<file path="src/hw/rtl/length_prefixed_frame_deframer_top_defines.svh">
// Assertion macros for the length-prefixed frame deframer.
// No dependencies; included by files that carry concurrent assertions.
`ifndef LENGTH_PREFIXED_FRAME_DEFRAMER_TOP_DEFINES_SVH
`define LENGTH_PREFIXED_FRAME_DEFRAMER_TOP_DEFINES_SVH

// same-cycle implication, disabled during reset
`define LPFD_ASSERT_NOW(label, clk, rstn, ante, cons, msg) \
    label: assert property (@(posedge clk) disable iff (!(rstn)) (ante) |-> (cons)) \
        else $error(msg);

// next-cycle implication, disabled during reset
`define LPFD_ASSERT_NEXT(label, clk, rstn, ante, cons, msg) \
    label: assert property (@(posedge clk) disable iff (!(rstn)) (ante) |=> (cons)) \
        else $error(msg);

`endif

</file>
<file path="src/hw/rtl/lpfd_pkg.sv">
// Package for the length-prefixed frame deframer: field widths, header
// layout, result and error codes, register indexes, phase type. No dependencies.
`default_nettype none

package lpfd_pkg;

    localparam int unsigned BYTE_W    = 8;
    localparam int unsigned WORD_W    = 32;
    localparam int unsigned KIND_W    = 2;
    localparam int unsigned CFG_IDX_W = 2;
    localparam int unsigned CNT_W     = 4;

    // header layout
    localparam logic [CNT_W-1:0] HDR_LAST = 4'd9;
    localparam logic [CNT_W-1:0] LEN_AT   = 4'd2;
    localparam logic [CNT_W-1:0] LEN_END  = 4'd5;
    localparam logic [CNT_W-1:0] SID_AT   = 4'd6;
    localparam logic [CNT_W-1:0] TYPE_AT  = 4'd1;
    localparam logic [CNT_W-1:0] VER_AT   = 4'd0;

    localparam logic [KIND_W-1:0] KIND_PAYLOAD = 2'd0;
    localparam logic [KIND_W-1:0] KIND_EMPTY   = 2'd1;
    localparam logic [KIND_W-1:0] KIND_ERROR   = 2'd2;

    localparam logic ERR_VERSION = 1'b0;
    localparam logic ERR_LENGTH  = 1'b1;

    localparam logic [CFG_IDX_W-1:0] CFG_EXPECTED_VERSION = 2'd0;
    localparam logic [CFG_IDX_W-1:0] CFG_MAX_PAYLOAD      = 2'd1;

    localparam logic [BYTE_W-1:0] VERSION_RESET     = 8'd1;
    localparam logic [WORD_W-1:0] MAX_PAYLOAD_RESET = 32'd1048576;

    typedef enum logic [2:0] {
        PH_HEADER  = 3'b001,
        PH_PAYLOAD = 3'b010,
        PH_ERROR   = 3'b100
    } phase_t;

endpackage

`default_nettype wire

</file>
<file path="src/hw/rtl/length_prefixed_frame_deframer_top.sv">
// Length-prefixed frame deframer: header parse, checks, payload pass-through.
// Depends on lpfd_pkg and length_prefixed_frame_deframer_top_defines.svh.
//
//   channel | direction | transaction
//   s_      | in        | one raw stream byte
//   m_      | out       | one result (payload byte, empty frame or error)
//   cfg_    | in        | one register write (index, data)
//
// One byte per cycle while s_ready is high: each result passes through next-state
// logic straight into the result register; the result register sets the latency.
// s_ready drops only while a result is held by m_ready low.
// Reset clears phase, counters, length, error, m_valid; cfg_ready is always high.
// After an error every byte yields an error result until reset.
`default_nettype none

`include "length_prefixed_frame_deframer_top_defines.svh"

module length_prefixed_frame_deframer_top
    import lpfd_pkg::*;
(
    input  wire logic                 aclk,
    input  wire logic                 aresetn,

    input  wire logic                 s_valid,
    output logic                      s_ready,
    input  wire logic [BYTE_W-1:0]    s_in_byte,

    output logic                      m_valid,
    input  wire logic                 m_ready,
    output logic [KIND_W-1:0]         m_kind,
    output logic                      m_error_code,
    output logic [BYTE_W-1:0]         m_out_byte,
    output logic [BYTE_W-1:0]         m_frame_type,
    output logic [WORD_W-1:0]         m_flow_id,
    output logic [WORD_W-1:0]         m_frame_length,
    output logic                      m_last,

    input  wire logic                 cfg_valid,
    output logic                      cfg_ready,
    input  wire logic [CFG_IDX_W-1:0] cfg_index,
    input  wire logic [WORD_W-1:0]    cfg_data
);

    phase_t              phase_reg, phase_next;
    logic                err_code_reg, err_code_next;
    logic [CNT_W-1:0]    hdr_count_reg, hdr_count_next;
    logic [BYTE_W-1:0]   version_reg, version_next;
    logic [BYTE_W-1:0]   type_reg, type_next;
    logic [WORD_W-1:0]   len_reg, len_next;
    logic [WORD_W-1:0]   sid_reg, sid_next;
    logic [WORD_W-1:0]   remain_reg, remain_next;
    logic [BYTE_W-1:0]   exp_version_reg;
    logic [WORD_W-1:0]   max_payload_reg;

    logic                m_valid_reg, m_valid_next;
    logic [KIND_W-1:0]   m_kind_reg, m_kind_next;
    logic                m_error_code_reg, m_error_code_next;
    logic [BYTE_W-1:0]   m_out_byte_reg, m_out_byte_next;
    logic [BYTE_W-1:0]   m_frame_type_reg, m_frame_type_next;
    logic [WORD_W-1:0]   m_flow_id_reg, m_flow_id_next;
    logic [WORD_W-1:0]   m_frame_length_reg, m_frame_length_next;
    logic                m_last_reg, m_last_next;

    logic                s_fire;
    logic                emit;
    logic [WORD_W-1:0]   sid_full;

    assign s_ready   = !m_valid_reg || m_ready;
    assign s_fire    = s_valid && s_ready;
    assign cfg_ready = 1'b1;
    assign sid_full  = {sid_reg[WORD_W-BYTE_W-1:0], s_in_byte};

    always_comb begin
        phase_next          = phase_reg;
        err_code_next       = err_code_reg;
        hdr_count_next      = hdr_count_reg;
        version_next        = version_reg;
        type_next           = type_reg;
        len_next            = len_reg;
        sid_next            = sid_reg;
        remain_next         = remain_reg;
        emit                = 1'b0;
        m_kind_next         = KIND_ERROR;
        m_error_code_next   = 1'b0;
        m_out_byte_next     = '0;
        m_frame_type_next   = '0;
        m_flow_id_next      = '0;
        m_frame_length_next = '0;
        m_last_next         = 1'b0;

        if (s_fire) begin
            case (phase_reg)
                PH_HEADER: begin
                    hdr_count_next = hdr_count_reg + 4'd1;
                    if (hdr_count_reg == VER_AT) begin
                        version_next = s_in_byte;
                    end
                    if (hdr_count_reg == TYPE_AT) begin
                        type_next = s_in_byte;
                    end
                    if (hdr_count_reg inside {[LEN_AT:LEN_END]}) begin
                        len_next = {len_reg[WORD_W-BYTE_W-1:0], s_in_byte};
                    end
                    if (hdr_count_reg >= SID_AT) begin
                        sid_next = sid_full;
                    end
                    if (hdr_count_reg == HDR_LAST) begin
                        hdr_count_next = '0;
                        remain_next    = len_reg;
                        if (version_reg != exp_version_reg) begin
                            phase_next        = PH_ERROR;
                            err_code_next     = ERR_VERSION;
                            emit              = 1'b1;
                            m_error_code_next = ERR_VERSION;
                        end else if (len_reg > max_payload_reg) begin
                            phase_next        = PH_ERROR;
                            err_code_next     = ERR_LENGTH;
                            emit              = 1'b1;
                            m_error_code_next = ERR_LENGTH;
                        end else if (len_reg == '0) begin
                            emit              = 1'b1;
                            m_kind_next       = KIND_EMPTY;
                            m_frame_type_next = type_reg;
                            m_flow_id_next    = sid_full;
                            m_last_next       = 1'b1;
                        end else begin
                            phase_next = PH_PAYLOAD;
                        end
                    end
                end
                PH_PAYLOAD: begin
                    emit                = 1'b1;
                    remain_next         = remain_reg - 32'd1;
                    m_kind_next         = KIND_PAYLOAD;
                    m_out_byte_next     = s_in_byte;
                    m_frame_type_next   = type_reg;
                    m_flow_id_next      = sid_reg;
                    m_frame_length_next = len_reg;
                    m_last_next         = (remain_reg == 32'd1);
                    if (remain_reg == 32'd1) begin
                        phase_next = PH_HEADER;
                    end
                end
                PH_ERROR: begin
                    emit              = 1'b1;
                    m_error_code_next = err_code_reg;
                end
                default: begin
                    phase_next = PH_ERROR;
                end
            endcase
        end

        m_valid_next = emit || (m_valid_reg && !m_ready);
    end

    always_ff @(posedge aclk) begin
        if (!aresetn) begin
            phase_reg       <= PH_HEADER;
            err_code_reg    <= ERR_VERSION;
            hdr_count_reg   <= '0;
            len_reg         <= '0;
            remain_reg      <= '0;
            m_valid_reg     <= 1'b0;
            exp_version_reg <= VERSION_RESET;
            max_payload_reg <= MAX_PAYLOAD_RESET;
        end else begin
            phase_reg     <= phase_next;
            err_code_reg  <= err_code_next;
            hdr_count_reg <= hdr_count_next;
            len_reg       <= len_next;
            remain_reg    <= remain_next;
            m_valid_reg   <= m_valid_next;
            if (cfg_valid && cfg_index == CFG_EXPECTED_VERSION) begin
                exp_version_reg <= cfg_data[BYTE_W-1:0];
            end
            if (cfg_valid && cfg_index == CFG_MAX_PAYLOAD) begin
                max_payload_reg <= cfg_data;
            end
        end
    end

    always_ff @(posedge aclk) begin
        version_reg <= version_next;
        type_reg    <= type_next;
        sid_reg     <= sid_next;
        if (emit) begin
            m_kind_reg         <= m_kind_next;
            m_error_code_reg   <= m_error_code_next;
            m_out_byte_reg     <= m_out_byte_next;
            m_frame_type_reg   <= m_frame_type_next;
            m_flow_id_reg      <= m_flow_id_next;
            m_frame_length_reg <= m_frame_length_next;
            m_last_reg         <= m_last_next;
        end
    end

    assign m_valid        = m_valid_reg;
    assign m_kind         = m_kind_reg;
    assign m_error_code   = m_error_code_reg;
    assign m_out_byte     = m_out_byte_reg;
    assign m_frame_type   = m_frame_type_reg;
    assign m_flow_id      = m_flow_id_reg;
    assign m_frame_length = m_frame_length_reg;
    assign m_last         = m_last_reg;

    `LPFD_ASSERT_NEXT(a_err_byte_gives_err, aclk, aresetn,
        s_fire && phase_reg == PH_ERROR,
        m_valid_reg && m_kind_reg == KIND_ERROR && m_error_code_reg == $past(err_code_reg),
        "byte after latched error did not give an error result")
    `LPFD_ASSERT_NOW(a_err_result_latched, aclk, aresetn,
        m_valid_reg && m_kind_reg == KIND_ERROR,
        phase_reg == PH_ERROR,
        "error result without latched error")
    `LPFD_ASSERT_NOW(a_last_ends_payload, aclk, aresetn,
        m_valid_reg && m_last_reg && m_kind_reg == KIND_PAYLOAD,
        phase_reg == PH_HEADER,
        "still in payload after last byte")
    `LPFD_ASSERT_NOW(a_payload_remaining, aclk, aresetn,
        phase_reg == PH_PAYLOAD,
        remain_reg != '0,
        "payload phase with no bytes remaining")

endmodule

`default_nettype wire
</file>
<file path="config.mk">
export PLATFORM = sky130hd
export DESIGN_NAME = length_prefixed_frame_deframer_top
export DESIGN_NICKNAME = d
export VERILOG_FILES = /design/src/hw/rtl/lpfd_pkg.sv /design/src/hw/rtl/length_prefixed_frame_deframer_top.sv
export VERILOG_INCLUDE_DIRS = /design/src /design/src/hw/rtl
export SDC_FILE = /design/constraint.sdc
export NUM_CORES = 1
export LEC_CHECK = 0
export BUFFER_PORTS_ARGS = -buffer_cell sky130_fd_sc_hd__buf_4
export CORE_MARGIN = 5
export CORE_UTILIZATION = 45
export DETAILED_ROUTE_END_ITERATION = 10
export GPL_ROUTABILITY_DRIVEN = 0
export PLACE_DENSITY_LB_ADDON = 0.12
export SKIP_LAST_GASP = 1
export SYNTH_ARGS = -nofsm -noshare
export SYNTH_HDL_FRONTEND = slang
export SYNTH_SLANG_ARGS = --single-unit
</file>
<file path="constraint.sdc">
create_clock -name aclk -period 20.6 [get_ports aclk]
set_input_delay 2.06 -clock aclk [delete_from_list [all_inputs] [get_ports aclk]]
set_output_delay 2.06 -clock aclk [all_outputs]
set_load 0.005 [all_outputs]
</file>
# Word level (Yosys, flattened, before mapping)

Index checks and enable logic that the tools add are counted.

Bits of input ports: 47
Output and inout port bits: 87
Logic and storage cells: 100
Register bits after elaboration: 245

Bitwise logic cells: 1
Order comparisons: 4
Equal/unequal tests: 11
$add $sub $neg: 2
Mux-type cells: 40
Reduce and logical (&&, ||, !) cells: 24

Operators by type and width:

| kind                                                 | number |
|---|---|
| two-way mux 32 bit                                   | 5 |
| one-hot mux 32 bit (2 select lines)                  | 2 |
| equality test 32 x 1 -> 1 bit, second input constant | 1 |
| greater-than comparator 32 bit                       | 1 |
| zero test 32 bit                                     | 1 |
| two-way mux 8 bit                                    | 4 |
| subtractor 32 x 1 -> 32 bit, second input constant   | 1 |
| one-hot mux 8 bit (2 select lines)                   | 1 |
| two-way mux 3 bit                                    | 5 |
| AND reduction 3 bit                                  | 5 |
| two-way mux 1 bit                                    | 13 |
| one-hot mux 3 bit (3 select lines)                   | 1 |
| two-way mux 2 bit                                    | 4 |
| inequality test 8 bit                                | 1 |
| one-hot mux 1 bit (2 select lines)                   | 3 |
| logical AND 1 bit                                    | 5 |
| AND reduction 5 bit                                  | 1 |
| adder 4 x 1 -> 4 bit, second input constant          | 1 |
| equality test 4 x 1 -> 1 bit, second input constant  | 1 |
| equality test 4 bit, second input constant           | 1 |
| >= comparator 4 x 2 -> 1 bit, second input constant  | 1 |
| >= comparator 4 x 3 -> 1 bit, second input constant  | 1 |
| <= comparator 4 x 3 -> 1 bit, second input constant  | 1 |
| zero test 4 bit                                      | 1 |
| other kinds (16)                                     | 21 |

# Depth between registers and ports, before layout

Gate-level depths: netlist of run 1.

Word-level depth: 8
Gate-level depth with buffers: 9
Mapped depth without buffers: 8

# Worst setup path after synthesis of run 1

OpenSTA, ideal clock, no wires.

Path kind: input port to flip-flop
Start: input m_ready
End: register m_error_code_reg (netlist: m_error_code), enable pin
Data required time: 19,958 ps
Stages: 5
Arrival: 8,655 ps
Slack: 11,303 ps
Library setup time: 642 ps
Path buffers: 1
Path through: nand2b_1 -> and2_1 -> clkbuf_1 -> nand2_1 -> o21ai_0

Word-level cells in the longest chain between the ends: 3

RTL lines:

| what                 | line                                      | text |
|---|---|---|
| start, declared      | length_prefixed_frame_deframer_top.sv:29  | `input wire logic m_ready,` |
| logical OR 1 bit     | length_prefixed_frame_deframer_top.sv:68  | `assign s_ready = !m_valid_reg \|\| m_ready;` |
| logical AND 1 bit    | length_prefixed_frame_deframer_top.sv:69  | `assign s_fire = s_valid && s_ready;` |
| two-way mux 1 bit    | length_prefixed_frame_deframer_top.sv:91  | `if (s_fire) begin` |
| via emit             | length_prefixed_frame_deframer_top.sv:65  | `logic emit;` |
| end signal, assigned | length_prefixed_frame_deframer_top.sv:189 | `m_error_code_reg <= m_error_code_next;` |
| end, declared        | length_prefixed_frame_deframer_top.sv:57  | `logic m_error_code_reg, m_error_code_next;` |

The timed path passes the listed nets, and every way through them passes these cells.
A chain may end at the register's enable or synchronous reset.

# Final worst setup path of run 1

Start: input m_ready
End: output s_ready

Word-level cells in the longest chain between the ends: 1

RTL lines:

| what             | line                                     | text |
|---|---|---|
| logical OR 1 bit | length_prefixed_frame_deframer_top.sv:68 |  |
| end, declared    | length_prefixed_frame_deframer_top.sv:25 | `output logic s_ready,` |

No other way between the ends.

==> results of run 1 <==
==> stage by stage <==
| step | power (mW) | setup slack [ps] | instance area, um2 | utilization (%) |
|---|---|---|---|---|
| after floorplan | 0.5549 | 11300 | 10840 | - |
| after global placement | 0.5711 | 15820 | 12050 | 51.01 |
| after detailed placement | 0.5722 | 15780 | 12050 | 51.01 |
| after CTS | 1.070 | 16040 | 12980 | 54.96 |
| after global routing | 1.097 | 16010 | 12980 | 54.96 |
| final | 1.060 | 16040 | 12980 | 54.96 |
==> area by class of cell <==
type	count	area [um2]	area share [%]
sequential	245	6226	47.97
multi-input combinational	685	4167	32.10
timing repair buffer	143	1074	8.271
clock buffer	33	716.9	5.524
tap	319	399.1	3.075
clock inverter	14	216.5	1.668
inverter	48	180.2	1.388
==> tightest hold or removal path, cell delays in order (launching register included) <==
cell and delay, ps:
dfxtp_1 300, nand2_1 50, a21oi_1 50
==> final timing paths <==
| check | start | to | slack, ps | depth (start not counted) |
|---|---|---|---|---|
| max | m_ready | s_ready | 16040 | 3 |
| min | max_payload_reg[30] | max_payload_reg[30] | 450 | 2 |
| max reg2reg | len_reg[11] | m_frame_type[6] | 16510 | 8 |
| min reg2reg | max_payload_reg[30] | max_payload_reg[30] | 450 | 2 |
==> power breakdown <==
group / leakage [nW] / switching (mW) / internal, mW / total (mW)
Clock: 0.447 / 0.190 / 0.309 / 0.499
Combinational: 2.28 / 0.0247 / 0.0159 / 0.0407
Sequential: 2.27 / 0.00421 / 0.516 / 0.521
Total: 5.00 / 0.219 / 0.841 / 1.06
==> cell families after synthesis <==
family | count (synthesis) | synth area share [%]
compound gates | 253 | 15.29
xor+xnor | 12 | 0.9693
fa+ha+maj | 34 | 3.923
buf+inv | 117 | 4.500
flops | 245 | 57.42
mux | 10 | 0.9232
other cells | 1 | 0.03458
simple gates | 375 | 16.94
==> routing by layer <==
layer	up-vias	GRT usage, %	wire (um)
li1	3993	-	-
met1	3786	28.00	11980
met2	228	29.45	11940
met3	24	2.829	1695
met4	0	3.365	299
met5	-	0	0
==> cells in the final DEF (no fill, tap or decap), types with 4 or more instances in the layout <==
| master | n |
|---|---|
| a211oi_1 | 5 |
| a211oi_2 | 7 |
| a21oi_1 | 107 |
| a22o_1 | 39 |
| a22oi_1 | 8 |
| and3_1 | 39 |
| buf_4 | 143 |
| bufinv_16 | 5 |
| clkbuf_16 | 26 |
| clkbuf_8 | 4 |
| clkinv_1 | 5 |
| dfxtp_1 | 113 |
| edfxtp_1 | 132 |
| ha_1 | 34 |
| inv_1 | 47 |
| mux2i_1 | 10 |
| nand2_1 | 175 |
| nand2b_1 | 5 |
| nand3_1 | 14 |
| nand3b_1 | 7 |
| nand4_1 | 13 |
| nor2_1 | 54 |
| nor3_1 | 17 |
| nor3b_1 | 5 |
| nor4_1 | 15 |
| o211ai_1 | 6 |
| o21ai_0 | 39 |
| o221a_2 | 4 |
| o22ai_1 | 5 |
| or3_1 | 4 |
| xnor2_1 | 10 |
==> impl_metrics.env, run 1 <==
export IMPL_drv_slew=0
export IMPL_netlist_area_leader_share_pct=36.56
export IMPL_syn_cell_area_mm2=0.01084
export IMPL_drc=0
export IMPL_yosysMostFrequentCell="nand2_1"
export IMPL_synth_seq_cells=245
export IMPL_setup_violations=0
export IMPL_grt_usage_pct=18.77
export IMPL_rsz0062_at_grt="no"
export IMPL_ant_nets=0
export IMPL_grt_pass1_vias=7405
export IMPL_n_fill_cell=2074
export IMPL_cts_root_buffer="clkbuf_16"
export IMPL_hold_path_class="reg -> reg"
export IMPL_clockBufferDepth=3
export IMPL_dieArea_mm2=0.02730
export IMPL_nets=1230
export IMPL_die_h_um=165.2
export IMPL_cts_resized=0
export IMPL_crit_slowest_cell="nand2b_1"
export IMPL_numClockSinks=245
export IMPL_clk_latency_ps=540
export IMPL_hold_violations=0
export IMPL_finClkSkew_ps=19.95
export IMPL_syn_inst=1047
export IMPL_io_buffers=132
export IMPL_power_density_mw_per_mm2=81.67
export IMPL_cp_slowest_stage_delay_ps=180
export IMPL_finalNonFillerCells=1487
export IMPL_synth_top_area_cell="edfxtp_1"
export IMPL_cts_tree="yes"
export IMPL_synth_edf_count=132
export IMPL_path_class="in -> out"
export IMPL_placedCellCount=1440
export IMPL_async_flop_share_pct=0
export IMPL_synthDistinctLibCells=70
export IMPL_synth_commonest_cells="nand2_1 (175), edfxtp_1 (132), dfxtp_1 (113)"
export IMPL_min_period_ps=4556
export IMPL_numCtsBuffers=26
export IMPL_yosysWarnings=0
export IMPL_clkTransAtPathRegs_ps=50
export IMPL_peakVddDrop_mv=0.05824
export IMPL_critPathMostFrequentCell="buf_4"
export IMPL_rows=56
export IMPL_vias=8031
export IMPL_antenna_found_initial=0
export IMPL_grt_max_degree=64
export IMPL_coreArea_mm2=0.02361
export IMPL_drt_vias_per_instance=5.401
export IMPL_path_buf_inv=2
export IMPL_wire_per_inst_um=17.43
export IMPL_area_delta_synth_final_pct=19.70
export IMPL_avgSynthCellArea_um2=10.36
export IMPL_hold_buffers=0
export IMPL_worstPathCellList="buf_4 > nand2b_1 > buf_4"
export IMPL_synthFlopType="edfxtp_1"
export IMPL_maxCapViolCount=0
export IMPL_fin_tns_setup_ps=0
export IMPL_drt_wl_total_mm=25.91
export IMPL_dp_hpwl_mm=17.32
export IMPL_p_leak_nw=5.004
export IMPL_cp_end_kind="output port"
export IMPL_cp_max_fo=4
export IMPL_dr_pass1_iters=6
export IMPL_yosys_top_cells_area="edfxtp_1 (37%), dfxtp_1 (21%), nand2_1 (6.1%), a21oi_1 (4.9%), ha_1 (3.9%)"
export IMPL_startpoint_type="input port"
export IMPL_drive_gt1_share_pct=18.24
export IMPL_maxSlewHeadroom_pct=19.21
export IMPL_crit_arrival_ps=2500
export IMPL_top_level_ports=134
export IMPL_start_util_pct=45.92
export IMPL_path_delay_family="buffers and inverters"
export IMPL_cp_data_required_time_ps=18540
export IMPL_grt_overflow=0
export IMPL_period_share_pct=22.12
export IMPL_fin_hold_ws_ps=452.9
export IMPL_grt_pass1_wl_mm=40.97
export IMPL_post_cts_buffers=0
export IMPL_diodes=0
export IMPL_status="completed"
export IMPL_dr_first_iter_drc_count=664
export IMPL_cts_max_level=1
export IMPL_die_w_um=165.2
export IMPL_ys_seq_area_share_pct=57.42
export IMPL_worst_pin_slew_ps=1203
export IMPL_fmax_ghz=0.2195
export IMPL_syn_nets=1128
(Power assumes the default switching activity.)
==> run 2, diff against run 1 <==
==> constraint.sdc (replaced) <==
create_clock -name aclk -period 3.7 [get_ports aclk]
set_input_delay 0.37 -clock aclk [delete_from_list [all_inputs] [get_ports aclk]]
set_output_delay 0.37 -clock aclk [all_outputs]
set_load 0.005 [all_outputs]
==> impl_metrics.env, run 2 (synthesis gave the netlist of run 1 again) <==
export IMPL_status="completed"
export IMPL_antenna_found_initial=0
export IMPL_startpoint_type="register"
export IMPL_cts_resized=0
export IMPL_crit_arrival_ps=3400
export IMPL_drt_vias_per_instance=5.446
export IMPL_min_period_ps=3163
export IMPL_mostFrequentLayoutCells="nand2_1 (175), buf_4 (149), edfxtp_1 (132)"
export IMPL_maxSlewHeadroom_pct=15.58
export IMPL_ant_nets=0
export IMPL_dr_first_iter_drc_count=653
export IMPL_cp_max_fo=68
export IMPL_p_leak_nw=5.034
export IMPL_p_sw_share_pct=21.37
export IMPL_cts_max_level=1
export IMPL_worst_pin_slew_ps=1266
export IMPL_die_w_um=165.2
export IMPL_drive_gt1_share_pct=19.29
export IMPL_finClkSkew_ps=10.63
export IMPL_clk_latency_ps=530
export IMPL_clockBufferDepth=3
export IMPL_grt_pass1_vias=7635
export IMPL_cts_tree="yes"
export IMPL_start_util_pct=45.92
export IMPL_hold_path_class="in -> reg"
export IMPL_post_cts_buffers=0
export IMPL_peakVddDrop_mv=0.2998
export IMPL_area_delta_synth_final_pct=19.95
export IMPL_combPwrFrac_pct=4.1
export IMPL_io_buffers=132
export IMPL_maxCapViolCount=0
export IMPL_top_level_ports=134
export IMPL_grt_usage_pct=19.82
export IMPL_grt_max_degree=69
export IMPL_period_share_pct=85.47
export IMPL_hold_buffers=0
export IMPL_fin_ws_ps=537.5
export IMPL_diodes=0
export IMPL_nets=1238
export IMPL_final_common_cell="nand2_1"
export IMPL_placedCellCount=1448
export IMPL_drv_slew=0
export IMPL_wire_per_inst_um=18.29
export IMPL_dr_pass1_iters=5
export IMPL_cp_end_kind="register"
export IMPL_pwr_share_clk_pct=45.5
export IMPL_fin_hold_ws_ps=66.02
export IMPL_dieArea_mm2=0.02730
export IMPL_fmax_ghz=0.3162
export IMPL_fin_tns_setup_ps=0
export IMPL_hold_violations=0
export IMPL_grt_pass1_wl_mm=42.90
export IMPL_net_switching_power_mw=1.228
export IMPL_setup_violations=0
export IMPL_rsz0062_at_grt="no"
export IMPL_die_h_um=165.2
export IMPL_rows=56
export IMPL_finalNonFillerCells=1496
export IMPL_drt_wl_total_mm=27.37
export IMPL_power_total_mw=5.745
export IMPL_drc=0
export IMPL_coreArea_mm2=0.02361
export IMPL_dp_hpwl_mm=18.62
export IMPL_seq_power_share_pct=50.4
export IMPL_cts_root_buffer="clkbuf_16"
export IMPL_path_class="reg -> reg"
export IMPL_dp_slack_ps=579.8
export IMPL_power_density_mw_per_mm2=441.7
export IMPL_grt_overflow=0
export IMPL_clkTransAtPathRegs_ps=60
export IMPL_cp_data_required_time_ps=3930
export IMPL_n_fill_cell=2134
export IMPL_numCtsBuffers=26
export IMPL_internal_power_mw=4.517
export IMPL_numClockSinks=245
export IMPL_vias=8147
## run 2: changes by cell type in the layout (fill, tap and decap cells not counted)
cell / previous run / this run
clkinv_8: 0 / 1
buf_4: 143 / 149
clkbuf_8: 4 / 6
clkbuf_1: 3 / 2
clkinvlp_4: 1 / 2
clkinv_16: 1 / 0
clkinv_1: 5 / 1
bufinv_16: 5 / 2
buf_12: 0 / 2
clkinv_2: 1 / 7
## run 2: layer usage
layer / global-route usage, % / routed length, um / vias up
li1: - / - / 4023
met5: 0 / 0 / -
met4: 4.726 / 503 / 0
met2: 30.79 / 12550 / 239
met1: 29.35 / 12640 / 3848
met3: 2.954 / 1678 / 37
## run 2: worst paths after layout
path                        from             endpoint  slack, ps  cells after the start
max                   len_reg[7]        m_out_byte[6]        540                      8
min                 cfg_data[20]  max_payload_reg[20]         70                      3
max reg2reg           len_reg[7]        m_out_byte[6]        540                      8
min reg2reg  max_payload_reg[19]  max_payload_reg[19]        450                      2
## run 2: metrics by stage
step                      util (%)  cell area (um2)
after floorplan                  -            10850
after global placement       51.37            12130
after detailed placement     51.37            12130
after CTS                    55.08            13010
after global routing         55.08            13010
final                        55.08            13010
## run 2: final cells by class
type	count	area, um2	share of cell area [%]
multi-input combinational	685	4167	32.03
timing repair buffer	151	1159	8.908
clock inverter	14	135.1	1.039
tap	319	399.1	3.069
inverter	48	180.2	1.385
sequential	245	6226	47.87
clock buffer	34	740.7	5.695
## run 2: power groups by stage
stage	sequential [mW]	combinational [mW]	clock, mW
final	2.90	0.238	2.61
after global routing	2.90	0.264	2.80
after CTS	2.90	0.241	2.66
after detailed placement	2.95	0.240	0
after global placement	2.95	0.239	0
after floorplan	2.95	0.143	0
## run 2: critical path, cell delays in order, from the launching register on
cell and delay (ps):
dfxtp_1 430, ha_1 300, a41oi_1 200, o21ai_1 100, a221oi_1 350, a31oi_2 300, nor4b_1 750, o21ai_4 140
buf_12 230
==> run 3, diff against run 2 <==
==> constraint.sdc (replaced) <==
create_clock -name aclk -period 3.8 [get_ports aclk]
set_input_delay 0.38 -clock aclk [delete_from_list [all_inputs] [get_ports aclk]]
set_output_delay 0.38 -clock aclk [all_outputs]
set_load 0.005 [all_outputs]
==> impl_metrics.env, run 3 (synthesis gave the netlist of run 1 again) <==
export IMPL_grt_pass1_wl_mm=42.39
export IMPL_worstPathCellList="ha_1 > a41oi_1 > o21ai_1 > a221oi_1 > a31oi_2 > nor4b_1 > o21ai_4 > buf_12"
export IMPL_numClockSinks=245
export IMPL_cts_root_buffer="clkbuf_16"
export IMPL_power_total_mw=5.438
export IMPL_cts_max_level=1
export IMPL_grt_pass1_vias=7647
export IMPL_seq_power_share_pct=51.9
export IMPL_internal_power_mw=4.238
export IMPL_reg2reg_depth=8
export IMPL_peakVddDrop_mv=0.2628
export IMPL_top_level_ports=134
export IMPL_drt_vias_per_instance=5.424
export IMPL_grt_overflow=0
export IMPL_final_core_util_pct=54.73
export IMPL_die_h_um=165.2
export IMPL_clk_latency_ps=540
export IMPL_drive_gt1_share_pct=18.61
export IMPL_antenna_found_initial=0
export IMPL_placedCellCount=1446
export IMPL_mostFrequentLayoutCells="nand2_1 (175), buf_4 (147), edfxtp_1 (132)"
export IMPL_route_met3_wl_mm=1.467
export IMPL_clockBufferDepth=3
export IMPL_fin_tns_setup_ps=0
export IMPL_rsz0062_at_grt="no"
export IMPL_rrSetupSlack_ps=620
export IMPL_met1_length_mm=12.41
export IMPL_ant_nets=0
export IMPL_drc=0
export IMPL_p_sw_share_pct=22.06
export IMPL_dieArea_mm2=0.02730
export IMPL_setup_violations=0
export IMPL_post_cts_buffers=0
export IMPL_startpoint_type="register"
export IMPL_maxSlewHeadroom_pct=28.21
export IMPL_period_share_pct=83.66
export IMPL_hold_buffers=0
export IMPL_finClkSkew_ps=9.066
export IMPL_drt_wl_total_mm=26.49
export IMPL_status="completed"
export IMPL_maxCapViolCount=0
export IMPL_path_class="reg -> reg"
export IMPL_cp_slowest_stage_delay_ps=750
export IMPL_io_buffers=132
export IMPL_dr_wl_met2_mm=12.15
export IMPL_net_switching_power_mw=1.200
export IMPL_nets=1237
export IMPL_highest_layer="met4"
export IMPL_p_leak_nw=4.996
export IMPL_min_period_ps=3179
export IMPL_crit_end="m_frame_type[5]"
export IMPL_clkTransAtPathRegs_ps=60
export IMPL_area_delta_synth_final_pct=19.18
export IMPL_final_common_cell="nand2_1"
export IMPL_fin_area_mm2=0.01292
export IMPL_startpoint="len_reg[7]"
export IMPL_power_density_mw_per_mm2=420.8
export IMPL_rr_startpoint="len_reg[7]"
export IMPL_worst_pin_slew_ps=1077
export IMPL_hold_path_class="in -> reg"
export IMPL_cts_tree="yes"
export IMPL_dp_hpwl_mm=17.96
export IMPL_fin_hold_ws_ps=74.30
export IMPL_dp_slack_ps=667.4
export IMPL_finalNonFillerCells=1496
export IMPL_crit_slowest_cell="nor4b_1"
export IMPL_diodes=0
export IMPL_vias=8114
export IMPL_rows=56
export IMPL_dr_first_iter_drc_count=612
export IMPL_crit_arrival_ps=3420
export IMPL_combPwrFrac_pct=4.2
export IMPL_fin_ws_ps=621.1
export IMPL_start_util_pct=45.92
export IMPL_wire_per_inst_um=17.70
export IMPL_cp_max_fo=67
export IMPL_cts_resized=0
export IMPL_grt_usage_pct=19.42
export IMPL_die_w_um=165.2
export IMPL_drv_slew=0
export IMPL_cp_end_kind="register"
export IMPL_cp_data_required_time_ps=4040
export IMPL_fmax_ghz=0.3146
export IMPL_hold_violations=0
export IMPL_grt_max_degree=82
export IMPL_dr_pass1_iters=5
export IMPL_reg2reg_to="m_frame_type[5]"
export IMPL_dpl_instance_area_mm2=0.01212
export IMPL_coreArea_mm2=0.02361
export IMPL_numCtsBuffers=27
export IMPL_pwr_share_clk_pct=43.9
-- run 3: final cells by class --
cell class	count	area (um2)
clock buffers	39	730.7
fillers	2113	10690
inverters	48	180.2
flip-flops and latches	245	6226
repair buffers	149	1144
well taps	319	399.1
multi-input cells	685	4167
clock inverters	11	76.32
-- run 3: power groups by stage --
stage	combinational, mW	sequential, mW	clock (mW)
4_1_cts	0.232	2.82	2.44
3_5_place_dp	0.231	2.88	0
5_1_grt	0.256	2.82	2.57
6_report	0.228	2.82	2.39
2_1_floorplan	0.139	2.87	0
3_3_place_gp	0.228	2.88	0
-- run 3: routing by layer --
metal	GRT usage [%]	vias up
met2	30.40	213
met5	0	-
met1	28.58	3857
met3	2.904	33
li1	-	4011
met4	4.537	0
-- run 3: how the worst min path moves through the flow --
stage                             start                  end  slack, ps  cells past startpoint
CTS                         cfg_data[0]   exp_version_reg[0]         50                      3
global placement    max_payload_reg[19]  max_payload_reg[19]        440                      2
detailed placement  max_payload_reg[21]  max_payload_reg[21]        450                      2
finish                      cfg_data[0]   exp_version_reg[0]         70                      3
floorplan           max_payload_reg[10]  max_payload_reg[10]        440                      2
global route                cfg_data[0]   exp_version_reg[0]         60                      3
-- run 3: critical path: cells and delay by family, from the launching register on --
family | cells | cell delay (ps)
AO/OA/AOI/OAI | 5 | 1100
AND/OR/NAND/NOR | 1 | 750
flip-flops | 1 | 450
adder cells (fa/ha/maj) | 1 | 300
buffers and inverters | 1 | 230
